**src/rtl/rtpaac_pkg.sv**
```systemverilog
// ----------------------------------------------------------------------------
// rtpaac_pkg
// Shared types and constants of the RTP/AAC packetizer: packet command word
// passed from the frame parser to the packet emitter, header constants and
// configuration register indexes.
// ----------------------------------------------------------------------------
package rtpaac_pkg;

  // default largest payload chunk per packet
  localparam int MAX_BODY_DEF = 1400;

  // depth of the command queue between parser and emitter
  localparam int FIFO_DEPTH = 4;

  // ADTS header length in bytes
  localparam logic [12:0] ADTS_HDR_LEN = 13'd7;

  // fixed RTP / AU header content
  localparam logic [7:0]  RTP_BYTE0  = 8'h80;
  localparam logic [15:0] AU_HDR_LEN = 16'h0010;

  // byte positions inside one emitted packet
  localparam logic [4:0] HDR_LAST_IDX = 5'd15;
  localparam logic [4:0] DATA_IDX     = 5'd16;

  // configuration register reset values
  localparam logic [31:0] SSRC_RST    = 32'd0;
  localparam logic [31:0] TS_STEP_RST = 32'(90000 / 25);
  localparam logic [6:0]  PT_RST      = 7'd97;

  // configuration register indexes (byte address / 4)
  localparam logic [1:0] REG_SSRC    = 2'd0;
  localparam logic [1:0] REG_TS_STEP = 2'd1;
  localparam logic [1:0] REG_PTYPE   = 2'd2;

  // what the emitter does for one command
  typedef enum logic [1:0] {
    CMD_HDR_ONLY,
    CMD_HDR_DATA,
    CMD_DATA
  } cmd_kind_t;

  typedef struct packed {
    cmd_kind_t   kind;
    logic [7:0]  data;
    logic        data_end;
    logic        marker;
    logic [15:0] seq;
    logic [31:0] ts;
    logic [15:0] au_size;
  } pkt_cmd_t;

  // push side of the command queue
  typedef struct packed {
    logic     push;
    pkt_cmd_t cmd;
  } cmd_push_t;

endpackage

```
**src/rtl/rtp_aac_packetizer.sv**
```systemverilog
// ----------------------------------------------------------------------------
// rtp_aac_packetizer
// RTP packetizer for ADTS-framed AAC: strips ADTS headers, chunks payload
// and emits RTP packets with an AU header section as a byte stream.
// ----------------------------------------------------------------------------
// Usage:
//   Input channel (in_valid/in_ready) takes one ADTS byte per word;
//   in_first_byte marks a frame start, and in_frame_length is read then.
//   Output channel (out_valid/out_ready) gives one packet byte per word with
//   start, end and last-of-command flags. Config is an APB-style port:
//   0x0 SSRC, 0x4 timestamp step, 0x8 payload type; write only while idle.
// Timing:
//   a payload byte passes through the command queue, the emitter's command
//   register and the output register; a packet header puts 16 header bytes
//   ahead of it. The output runs at one byte per cycle while out_ready is
//   high and commands are queued, set by the single-byte emitter. Input is
//   taken one word per cycle while the 4-entry command queue has room, so
//   sustained input is one word per cycle less each header's output time.
// Reset: sequence number, timestamp and frame state clear; registers take
//   SSRC 0, step 3600, payload type 97. When the receiver stalls, the output
//   word holds and the queue fills, then in_ready drops.
// ----------------------------------------------------------------------------
module rtp_aac_packetizer #(
  parameter int MAX_BODY = rtpaac_pkg::MAX_BODY_DEF
) (
  input  logic        clk,
  input  logic        rst_n,
  // input byte channel
  input  logic        in_valid,
  output logic        in_ready,
  input  logic [7:0]  in_data_in,
  input  logic        in_first_byte,
  input  logic [12:0] in_frame_length,
  // packet byte channel
  output logic        out_valid,
  input  logic        out_ready,
  output logic [7:0]  out_byte,
  output logic        out_packet_start,
  output logic        out_packet_end,
  output logic        out_last_of_run,
  // configuration port
  input  logic        psel,
  input  logic        penable,
  input  logic        pwrite,
  input  logic [3:0]  paddr,
  input  logic [31:0] pwdata,
  output logic [31:0] prdata,
  output logic        pready
);
  import rtpaac_pkg::*;

  logic [31:0] ssrc_r;
  logic [31:0] ts_step_r;
  logic [6:0]  ptype_r;
  logic        cfg_wr;
  logic [1:0]  reg_idx;

  cmd_push_t   q_wr;
  logic        q_full;
  logic        q_empty;
  logic        q_pop;
  pkt_cmd_t    q_head;

  assign pready  = 1'b1;
  assign cfg_wr  = psel && penable && pwrite && pready;
  assign reg_idx = paddr[3:2];

  // configuration registers
  always_ff @(posedge clk) begin
    if (!rst_n) begin
      ssrc_r    <= SSRC_RST;
      ts_step_r <= TS_STEP_RST;
      ptype_r   <= PT_RST;
    end else if (cfg_wr) begin
      unique case (reg_idx)
        REG_SSRC:    ssrc_r    <= pwdata;
        REG_TS_STEP: ts_step_r <= pwdata;
        REG_PTYPE:   ptype_r   <= pwdata[6:0];
        default: ;
      endcase
    end
  end

  // register read
  always_comb begin
    unique case (reg_idx)
      REG_SSRC:    prdata = ssrc_r;
      REG_TS_STEP: prdata = ts_step_r;
      REG_PTYPE:   prdata = {25'd0, ptype_r};
      default:     prdata = '0;
    endcase
  end

  rtpaac_front #(
    .MAX_BODY (MAX_BODY)
  ) u_front (
    .clk             (clk),
    .rst_n           (rst_n),
    .in_valid        (in_valid),
    .in_ready        (in_ready),
    .in_data_in      (in_data_in),
    .in_first_byte   (in_first_byte),
    .in_frame_length (in_frame_length),
    .ts_step         (ts_step_r),
    .q_full          (q_full),
    .q_wr            (q_wr)
  );

  rtpaac_cmd_fifo u_fifo (
    .clk   (clk),
    .rst_n (rst_n),
    .wr    (q_wr),
    .full  (q_full),
    .pop   (q_pop),
    .empty (q_empty),
    .head  (q_head)
  );

  rtpaac_back u_back (
    .clk              (clk),
    .rst_n            (rst_n),
    .q_empty          (q_empty),
    .q_head           (q_head),
    .q_pop            (q_pop),
    .ssrc             (ssrc_r),
    .ptype            (ptype_r),
    .out_valid        (out_valid),
    .out_ready        (out_ready),
    .out_byte         (out_byte),
    .out_packet_start (out_packet_start),
    .out_packet_end   (out_packet_end),
    .out_last_of_run  (out_last_of_run)
  );

endmodule

```
**src/rtl/rtpaac_front.sv**
```systemverilog
// ----------------------------------------------------------------------------
// rtpaac_front
// Frame parser: accepts ADTS bytes, tracks the frame position, drops the
// ADTS header, splits payload into chunks and queues one command per
// byte that produces output.
// ----------------------------------------------------------------------------
module rtpaac_front #(
  parameter int MAX_BODY = rtpaac_pkg::MAX_BODY_DEF
) (
  input  logic                  clk,
  input  logic                  rst_n,
  input  logic                  in_valid,
  output logic                  in_ready,
  input  logic [7:0]            in_data_in,
  input  logic                  in_first_byte,
  input  logic [12:0]           in_frame_length,
  input  logic [31:0]           ts_step,
  input  logic                  q_full,
  output rtpaac_pkg::cmd_push_t q_wr
);
  import rtpaac_pkg::*;

  localparam int PosW = $clog2(MAX_BODY + 1);
  localparam logic [PosW-1:0] MaxBodyPos = PosW'(MAX_BODY);
  localparam logic [12:0]     MaxBodyLen = 13'(MAX_BODY);
  localparam logic [2:0]      FposIdle    = 3'd0;
  localparam logic [2:0]      FposPayload = 3'd7;

  logic [15:0]     seq_r, seq_nxt;
  logic [31:0]     ts_cnt_r, ts_cnt_nxt;
  logic [2:0]      fpos_r, fpos_nxt;
  logic [12:0]     left_r, left_nxt;
  logic [PosW-1:0] ppos_r, ppos_nxt;
  logic [31:0]     fts_r, fts_nxt;

  logic            accept;
  logic [12:0]     flen_clamp;
  logic [12:0]     chunk_len;
  logic [12:0]     left_dec;
  logic [PosW-1:0] pos_inc;
  logic            chunk_end;

  assign in_ready = !q_full;
  assign accept   = in_valid && in_ready;

  // per-byte frame tracking and command build
  always_comb begin
    seq_nxt    = seq_r;
    ts_cnt_nxt = ts_cnt_r;
    fpos_nxt   = fpos_r;
    left_nxt   = left_r;
    ppos_nxt   = ppos_r;
    fts_nxt    = fts_r;

    flen_clamp = (in_frame_length < ADTS_HDR_LEN) ? ADTS_HDR_LEN : in_frame_length;
    chunk_len  = (left_r <= MaxBodyLen) ? left_r : MaxBodyLen;
    left_dec   = left_r - 13'd1;
    pos_inc    = ppos_r + PosW'(1);
    chunk_end  = (pos_inc >= MaxBodyPos) || (left_dec == 13'd0);

    q_wr              = '0;
    q_wr.cmd.kind     = CMD_DATA;
    q_wr.cmd.data     = in_data_in;
    q_wr.cmd.seq      = seq_r;
    q_wr.cmd.ts       = fts_r;
    q_wr.cmd.marker   = (left_r <= MaxBodyLen);
    q_wr.cmd.au_size  = 16'({chunk_len, 3'b000});
    q_wr.cmd.data_end = chunk_end;

    if (accept) begin
      if (in_first_byte) begin
        // new frame: latch timestamp, restart counters
        left_nxt   = flen_clamp - ADTS_HDR_LEN;
        ppos_nxt   = '0;
        fts_nxt    = ts_cnt_r;
        ts_cnt_nxt = ts_cnt_r + ts_step;
        fpos_nxt   = 3'd1;
      end else if (fpos_r == FposIdle) begin
        // stray byte, dropped
      end else if (fpos_r != FposPayload) begin
        // ADTS header byte
        fpos_nxt = fpos_r + 3'd1;
        if ((fpos_r == FposPayload - 3'd1) && (left_r == 13'd0)) begin
          q_wr.push         = 1'b1;
          q_wr.cmd.kind     = CMD_HDR_ONLY;
          q_wr.cmd.marker   = 1'b1;
          q_wr.cmd.au_size  = 16'd0;
          q_wr.cmd.data_end = 1'b1;
          seq_nxt           = seq_r + 16'd1;
          fpos_nxt          = FposIdle;
        end
      end else if (left_r == 13'd0) begin
        fpos_nxt = FposIdle;
      end else begin
        // payload byte, with a packet header at chunk start
        q_wr.push = 1'b1;
        if (ppos_r == '0) begin
          q_wr.cmd.kind = CMD_HDR_DATA;
          seq_nxt       = seq_r + 16'd1;
        end
        left_nxt = left_dec;
        ppos_nxt = chunk_end ? '0 : pos_inc;
        if (left_dec == 13'd0) begin
          fpos_nxt = FposIdle;
        end
      end
    end
  end

  // state registers
  always_ff @(posedge clk) begin
    if (!rst_n) begin
      seq_r    <= '0;
      ts_cnt_r <= '0;
      fpos_r   <= FposIdle;
      left_r   <= '0;
      ppos_r   <= '0;
      fts_r    <= '0;
    end else begin
      seq_r    <= seq_nxt;
      ts_cnt_r <= ts_cnt_nxt;
      fpos_r   <= fpos_nxt;
      left_r   <= left_nxt;
      ppos_r   <= ppos_nxt;
      fts_r    <= fts_nxt;
    end
  end

endmodule

```
**src/rtl/rtpaac_cmd_fifo.sv**
```systemverilog
// ----------------------------------------------------------------------------
// rtpaac_cmd_fifo
// Short command queue between the frame parser and the packet emitter.
// ----------------------------------------------------------------------------
module rtpaac_cmd_fifo (
  input  logic                  clk,
  input  logic                  rst_n,
  input  rtpaac_pkg::cmd_push_t wr,
  output logic                  full,
  input  logic                  pop,
  output logic                  empty,
  output rtpaac_pkg::pkt_cmd_t  head
);
  import rtpaac_pkg::*;

  localparam int PtrW = (FIFO_DEPTH > 1) ? $clog2(FIFO_DEPTH) : 1;
  localparam int CntW = $clog2(FIFO_DEPTH + 1);
  localparam logic [PtrW-1:0] PtrLast = PtrW'(FIFO_DEPTH - 1);
  localparam logic [CntW-1:0] CntFull = CntW'(FIFO_DEPTH);

  pkt_cmd_t        mem_r [FIFO_DEPTH];
  logic [PtrW-1:0] wr_ptr_r, wr_ptr_nxt;
  logic [PtrW-1:0] rd_ptr_r, rd_ptr_nxt;
  logic [CntW-1:0] cnt_r, cnt_nxt;
  logic            do_push;
  logic            do_pop;

  assign full    = (cnt_r == CntFull);
  assign empty   = (cnt_r == '0);
  assign head    = mem_r[rd_ptr_r];
  assign do_push = wr.push && !full;
  assign do_pop  = pop && !empty;

  // pointer and fill count update
  always_comb begin
    wr_ptr_nxt = wr_ptr_r;
    rd_ptr_nxt = rd_ptr_r;
    cnt_nxt    = cnt_r;
    if (do_push) begin
      wr_ptr_nxt = (wr_ptr_r == PtrLast) ? '0 : wr_ptr_r + PtrW'(1);
    end
    if (do_pop) begin
      rd_ptr_nxt = (rd_ptr_r == PtrLast) ? '0 : rd_ptr_r + PtrW'(1);
    end
    if (do_push && !do_pop) begin
      cnt_nxt = cnt_r + CntW'(1);
    end else if (do_pop && !do_push) begin
      cnt_nxt = cnt_r - CntW'(1);
    end
  end

  always_ff @(posedge clk) begin
    if (!rst_n) begin
      wr_ptr_r <= '0;
      rd_ptr_r <= '0;
      cnt_r    <= '0;
    end else begin
      wr_ptr_r <= wr_ptr_nxt;
      rd_ptr_r <= rd_ptr_nxt;
      cnt_r    <= cnt_nxt;
    end
  end

  // storage
  always_ff @(posedge clk) begin
    if (do_push) begin
      mem_r[wr_ptr_r] <= wr.cmd;
    end
  end

  a_no_overflow: assert property (@(posedge clk) disable iff (!rst_n)
    wr.push |-> !full)
    else $error("command pushed into a full queue");

  a_cnt_bound: assert property (@(posedge clk) disable iff (!rst_n)
    cnt_r <= CntFull)
    else $error("queue fill count out of range");

  a_cnt_track: assert property (@(posedge clk) disable iff (!rst_n)
    (do_push && !do_pop) |=> (cnt_r == $past(cnt_r) + CntW'(1)))
    else $error("queue fill count missed a push");

endmodule

```
**src/rtl/rtpaac_back.sv**
```systemverilog
// ----------------------------------------------------------------------------
// rtpaac_back
// Packet emitter: expands each queued command into RTP header bytes and/or
// one payload byte, one byte per cycle while out_ready allows, through an output register.
// ----------------------------------------------------------------------------
module rtpaac_back (
  input  logic                 clk,
  input  logic                 rst_n,
  input  logic                 q_empty,
  input  rtpaac_pkg::pkt_cmd_t q_head,
  output logic                 q_pop,
  input  logic [31:0]          ssrc,
  input  logic [6:0]           ptype,
  output logic                 out_valid,
  input  logic                 out_ready,
  output logic [7:0]           out_byte,
  output logic                 out_packet_start,
  output logic                 out_packet_end,
  output logic                 out_last_of_run
);
  import rtpaac_pkg::*;

  pkt_cmd_t   cmd_r;
  logic       active_r;
  logic [4:0] idx_r;
  logic       out_valid_r;
  logic [7:0] out_byte_r;
  logic       out_start_r;
  logic       out_end_r;
  logic       out_last_r;

  logic       adv;
  logic       emit;
  logic [4:0] last_idx;
  logic       at_last;
  logic [7:0] sel_byte;
  logic       sel_end;

  assign adv      = !out_valid_r || out_ready;
  assign emit     = active_r && adv;
  assign last_idx = (cmd_r.kind == CMD_HDR_ONLY) ? HDR_LAST_IDX : DATA_IDX;
  assign at_last  = (idx_r == last_idx);
  assign q_pop    = (!active_r || (emit && at_last)) && !q_empty;

  // byte select for the current position
  always_comb begin
    case (idx_r)
      5'd0:    sel_byte = RTP_BYTE0;
      5'd1:    sel_byte = {cmd_r.marker, ptype};
      5'd2:    sel_byte = cmd_r.seq[15:8];
      5'd3:    sel_byte = cmd_r.seq[7:0];
      5'd4:    sel_byte = cmd_r.ts[31:24];
      5'd5:    sel_byte = cmd_r.ts[23:16];
      5'd6:    sel_byte = cmd_r.ts[15:8];
      5'd7:    sel_byte = cmd_r.ts[7:0];
      5'd8:    sel_byte = ssrc[31:24];
      5'd9:    sel_byte = ssrc[23:16];
      5'd10:   sel_byte = ssrc[15:8];
      5'd11:   sel_byte = ssrc[7:0];
      5'd12:   sel_byte = AU_HDR_LEN[15:8];
      5'd13:   sel_byte = AU_HDR_LEN[7:0];
      5'd14:   sel_byte = cmd_r.au_size[15:8];
      5'd15:   sel_byte = cmd_r.au_size[7:0];
      default: sel_byte = cmd_r.data;
    endcase
    sel_end = at_last && cmd_r.data_end;
  end

  // command register and position counter
  always_ff @(posedge clk) begin
    if (!rst_n) begin
      active_r <= 1'b0;
      idx_r    <= '0;
    end else if (q_pop) begin
      active_r <= 1'b1;
      idx_r    <= (q_head.kind == CMD_DATA) ? DATA_IDX : '0;
    end else if (emit) begin
      if (at_last) begin
        active_r <= 1'b0;
      end else begin
        idx_r <= idx_r + 5'd1;
      end
    end
  end

  always_ff @(posedge clk) begin
    if (q_pop) begin
      cmd_r <= q_head;
    end
  end

  // output register
  always_ff @(posedge clk) begin
    if (!rst_n) begin
      out_valid_r <= 1'b0;
    end else if (emit) begin
      out_valid_r <= 1'b1;
    end else if (adv) begin
      out_valid_r <= 1'b0;
    end
  end

  always_ff @(posedge clk) begin
    if (emit) begin
      out_byte_r  <= sel_byte;
      out_start_r <= (idx_r == '0);
      out_end_r   <= sel_end;
      out_last_r  <= at_last;
    end
  end

  assign out_valid        = out_valid_r;
  assign out_byte         = out_byte_r;
  assign out_packet_start = out_start_r;
  assign out_packet_end   = out_end_r;
  assign out_last_of_run  = out_last_r;

  a_pop_has_data: assert property (@(posedge clk) disable iff (!rst_n)
    q_pop |-> !q_empty)
    else $error("command taken from an empty queue");

  a_idx_range: assert property (@(posedge clk) disable iff (!rst_n)
    active_r |-> (idx_r <= DATA_IDX))
    else $error("byte position past end of command");

  a_start_out: assert property (@(posedge clk) disable iff (!rst_n)
    (emit && (idx_r == '0)) |=> (out_valid && out_packet_start && (out_byte == RTP_BYTE0)))
    else $error("packet start byte not presented");

  a_continue: assert property (@(posedge clk) disable iff (!rst_n)
    (emit && !at_last && !q_pop) |=> active_r)
    else $error("command dropped before its last byte");

endmodule
```
**config.mk**
```make
export PLATFORM = sky130hd
export DESIGN_NAME = rtp_aac_packetizer
export DESIGN_NICKNAME = d
export VERILOG_FILES = /design/src/rtl/rtpaac_pkg.sv /design/src/rtl/rtp_aac_packetizer.sv /design/src/rtl/rtpaac_front.sv /design/src/rtl/rtpaac_cmd_fifo.sv /design/src/rtl/rtpaac_back.sv
export SDC_FILE = /design/constraint.sdc
export NUM_CORES = 1
export LEC_CHECK = 0
export BUFFER_PORTS_ARGS = -buffer_cell sky130_fd_sc_hd__buf_2
export CAP_MARGIN = 0
export CORE_MARGIN = 2
export CORE_UTILIZATION = 35
export DETAILED_ROUTE_END_ITERATION = 8
export SLEW_MARGIN = 5
export SYNTH_ARGS = -nofsm -noshare
export SYNTH_HDL_FRONTEND = slang
export SYNTH_SLANG_ARGS = --single-unit
```
**constraint.sdc**
```tcl
create_clock -name clk -period 5.4 [get_ports clk]
set_input_delay 1.08 -clock clk [delete_from_list [all_inputs] [get_ports clk]]
set_output_delay 1.08 -clock clk [all_outputs]
set_load 0.05 [all_outputs]
```
==> results.py <==
metrics = {
    "run_status": {
        "status": "completed",
    },
    "route": {
        "wirelength_mm": 61.9,
        "first_iter_violations": 1372,
        "wl_per_cell_um": 20.3,
        "drt_first_pass_iters": 6,
        "vias_per_cell": 5.28,
        "drtAntennaViolNets": 0,
        "via_count": 16100,
        "drcViolationCount": 0,
    },
    "clock_tree": {
        "cts_setup_buffers": 0,
        "cts_tree": "yes",
        "cts.sinks": 570,
        "clock_latency_ns": 0.63,
        "cts_made_buffers": 59,
        "cts-htree-levels": 2,
        "clock_path_buffers": 3,
        "cts_hold_buf": 0,
        "path_clk_slew_ns": 0.06,
        "cts_resized": 0,
        "cts-root-buf": "clkbuf_16",
    },
    "synthesis": {
        "yosys_register_bits": 570,
        "syn_inst": 1981,
        "syn_area_per_cell_um2": 12.3,
        "synth_edf_count": 376,
        "synth.top_cell.area_share_pct": 46.2,
        "synth_top_family_by_area": "simple AND/OR/NAND/NOR gates",
        "ys_top_cells_by_area": "edfxtp_1 46%, dfxtp_1 16%, mux4_2 6.7%, nand2_1 4.6%, a21oi_1 3.7%",
        "yosysSeqAreaShare_pct": 62.2,
        "yosysWarningCount": 0,
        "synth.largest_area_cell": "edfxtp_1",
        "synth_fa_ha_area_share_pct": 2.88,
        "synth_flop_cell": "edfxtp_1",
        "synth_xor_area_share_pct": 1.69,
        "ys_types": 74,
        "synth_compound_area_share_pct": 10.1,
        "yosys.area_share.simple_pct": 11.9,
        "synthMuxAreaShare_pct": 8.62,
        "synth_area_um2": 24400,
        "synthArstFlopShare_pct": 0,
    },
    "sta": {
        "slew_viol_final": 0,
        "period_share_pct": 73.9,
        "max_freq_mhz": 250,
        "min_period_ns": 3.99,
        "layout_setup_ws_ns": 1.41,
        "worst_pin_slew_ns": 1.27,
        "finalHoldViolCount": 0,
        "whs_ns": 0.476,
        "relSlewSlack_pct": 15.0,
        "skew_ns": 0.0277,
        "setup_viol": 0,
        "rsz0062_at_grt": "no",
        "setup_tns_ns": 0,
    },
    "setup_path": {
        "cpMostUsedCell": "buf_2",
        "r2r_start": "u_front.left_r[4]$_SDFFE_PN0P_",
        "crit_path_end_kind": "primary output",
        "rr_worst_depth": 6,
        "timing.rr.end": "u_fifo.mem_r[1][43]$_DFFE_PP_",
        "crit_fanout": 37,
        "crit_chain": "buf_2 > nor2b_1 > nand2_1 > o21ai_0 > buf_2",
        "cp.required_ns": 4.32,
        "critPathKind": "primary input to primary output",
        "cp.arrival_ns": 2.91,
        "rrSetupSlack_ns": 1.67,
        "cp_slowest_cell": "nor2b_1",
        "cp-start-kind": "primary input",
        "cpPeakStageDelay_ns": 0.85,
    },
    "hold_path": {
        "worstHoldStart": "u_front.ts_cnt_r[29]$_SDFFE_PN0P_",
        "hold_end": "u_front.fts_r[29]$_SDFFE_PN0P_",
        "hp-class": "flip-flop to flip-flop",
        "holdPathStages": 2,
    },
    "place": {
        "pre_cts_ws_ns": 1.37,
        "gp_congestion": 0.879,
        "place_inst": 2931,
        "hpwl_mm": 41.9,
        "port_buffers": 107,
    },
    "finish": {
        "layout-drive-gt1-share_pct": 15.4,
        "fin_util_pct": 40.4,
        "fin_nets": 2181,
        "area_delta_synth_final_pct": 14.0,
        "final_common_cell": "edfxtp_1",
        "stdcell_count": 3043,
        "fillerInstances": 6405,
        "final_cell_mix": "376 x edfxtp_1, 296 x nand2_1, 192 x dfxtp_1",
        "antenna_cells": 0,
    },
    "die": {
        "fp-row-count": 96,
        "fp.dieW_um": 268,
        "pin_count": 111,
        "start_util_pct": 35.5,
        "die-area_um2": 71900,
        "die_h_um": 268,
        "core_area_um2": 68800,
    },
    "global_route": {
        "grt_pass1_wl_mm": 93.6,
        "grt_start_max_net_pins": 68,
        "grt-ovfl-total": 0,
        "antenna_found_initial": 0,
        "grt_pass1_vias": 15700,
        "grt.total_usage_pct": 17.2,
    },
    "pwr": {
        "ir_drop_mv": 0.297,
        "p_leak_uw": 0.00968,
        "power_density_nw_per_um2": 403,
    },
    "run": {
        "drv_cap": 0,
    },
}
[worst max path at each step]
stage | slack [ns] | from | depth (start not counted) | endpoint
final | 1.41 | paddr[3] | 5 | prdata[0]
after CTS | 1.36 | paddr[3] | 5 | prdata[0]
after global placement | 1.36 | paddr[3] | 5 | prdata[0]
after floorplan | 1.02 | u_front.left_r[5]$_SDFFE_PN0P_ | 8 | u_fifo.mem_r[0][10]$_DFFE_PP_
after detailed placement | 1.37 | paddr[3] | 5 | prdata[0]
after global routing | 1.30 | paddr[3] | 5 | prdata[0]
[synthesized netlist by cell type, types with 8 or more instances]
master and number:
nor2_1 121, buf_1 11, o211ai_1 12, nand2b_1 11
edfxtp_1 376, nand2_1 296, o21a_1 11, a21oi_1 179
ha_1 53, nor2b_1 9, xor2_1 19, mux2i_1 46
a221oi_1 14, dfxtp_1 194, nor3_1 37, o21ai_0 60
inv_1 39, a22oi_1 21, a211oi_1 10, xnor2_1 28
mux4_2 73, or3_1 14, and2_1 24, o21bai_1 8
and3_1 12, nand3_1 52, clkbuf_1 100, a21o_1 17
nand4_1 12, a22o_1 9
[through the flow]
| step | power, µW | cell area, µm² |
|---|---|---|
| floorplan | 6650 | 24400 |
| global placement | 7240 | 25900 |
| detailed placement | 7260 | 25900 |
| CTS | 11300 | 27800 |
| global route | 11700 | 27800 |
| finish | 11200 | 27800 |
[critical path, delay by kind of cell]
family,cells,cell delay (ns)
AO/OA/AOI/OAI,1,0.18
AND/OR/NAND/NOR,2,0.96
buffers and inverters,2,0.68
[cells by family after synthesis]
kind of cell,Yosys count
buffers and inverters,158
AO/OA/AOI/OAI,396
other,2
XOR/XNOR,47
adder cells (fa/ha/maj),55
multiplexers,119
flip-flops,570
AND/OR/NAND/NOR,634
[flip-flops by register name (all words and copies together) (netlist names), 11 cells and up, named ones only]
name and cells:
u_front.seq_r 16, ts_step_r 32, u_fifo.mem_r 292, u_front.fts_r 32, u_front.ppos_r 11, u_front.left_r 13
u_back.cmd_r 73, u_front.ts_cnt_r 32, ssrc_r 32
[final cells by class]
| type | count | area, µm² | area share [%] |
|---|---|---|---|
| multi-input combinational | 1260 | 8670 | 31.2 |
| clock inverter | 35 | 348 | 1.25 |
| sequential | 570 | 15200 | 54.6 |
| tap | 931 | 1160 | 4.19 |
| inverter | 39 | 150 | 0.540 |
| clock buffer | 77 | 1580 | 5.69 |
| timing repair buffer | 131 | 728 | 2.62 |
[power by group]
group,internal (µW),switching (µW)
clock,2360,1700
combinational,590,1050
sequential,5170,332
total,8120,3080
[layer usage]
layer  wire length, µm  global-route usage, %  vias to the layer above
li1                  -                      -                     7517
met1             25900                   22.4                     7946
met2             30100                   28.7                      497
met3              3980                   3.17                       97
met4              1930                   5.93                        0
met5                 0                      0                        -
(Power assumes the default switching activity.)
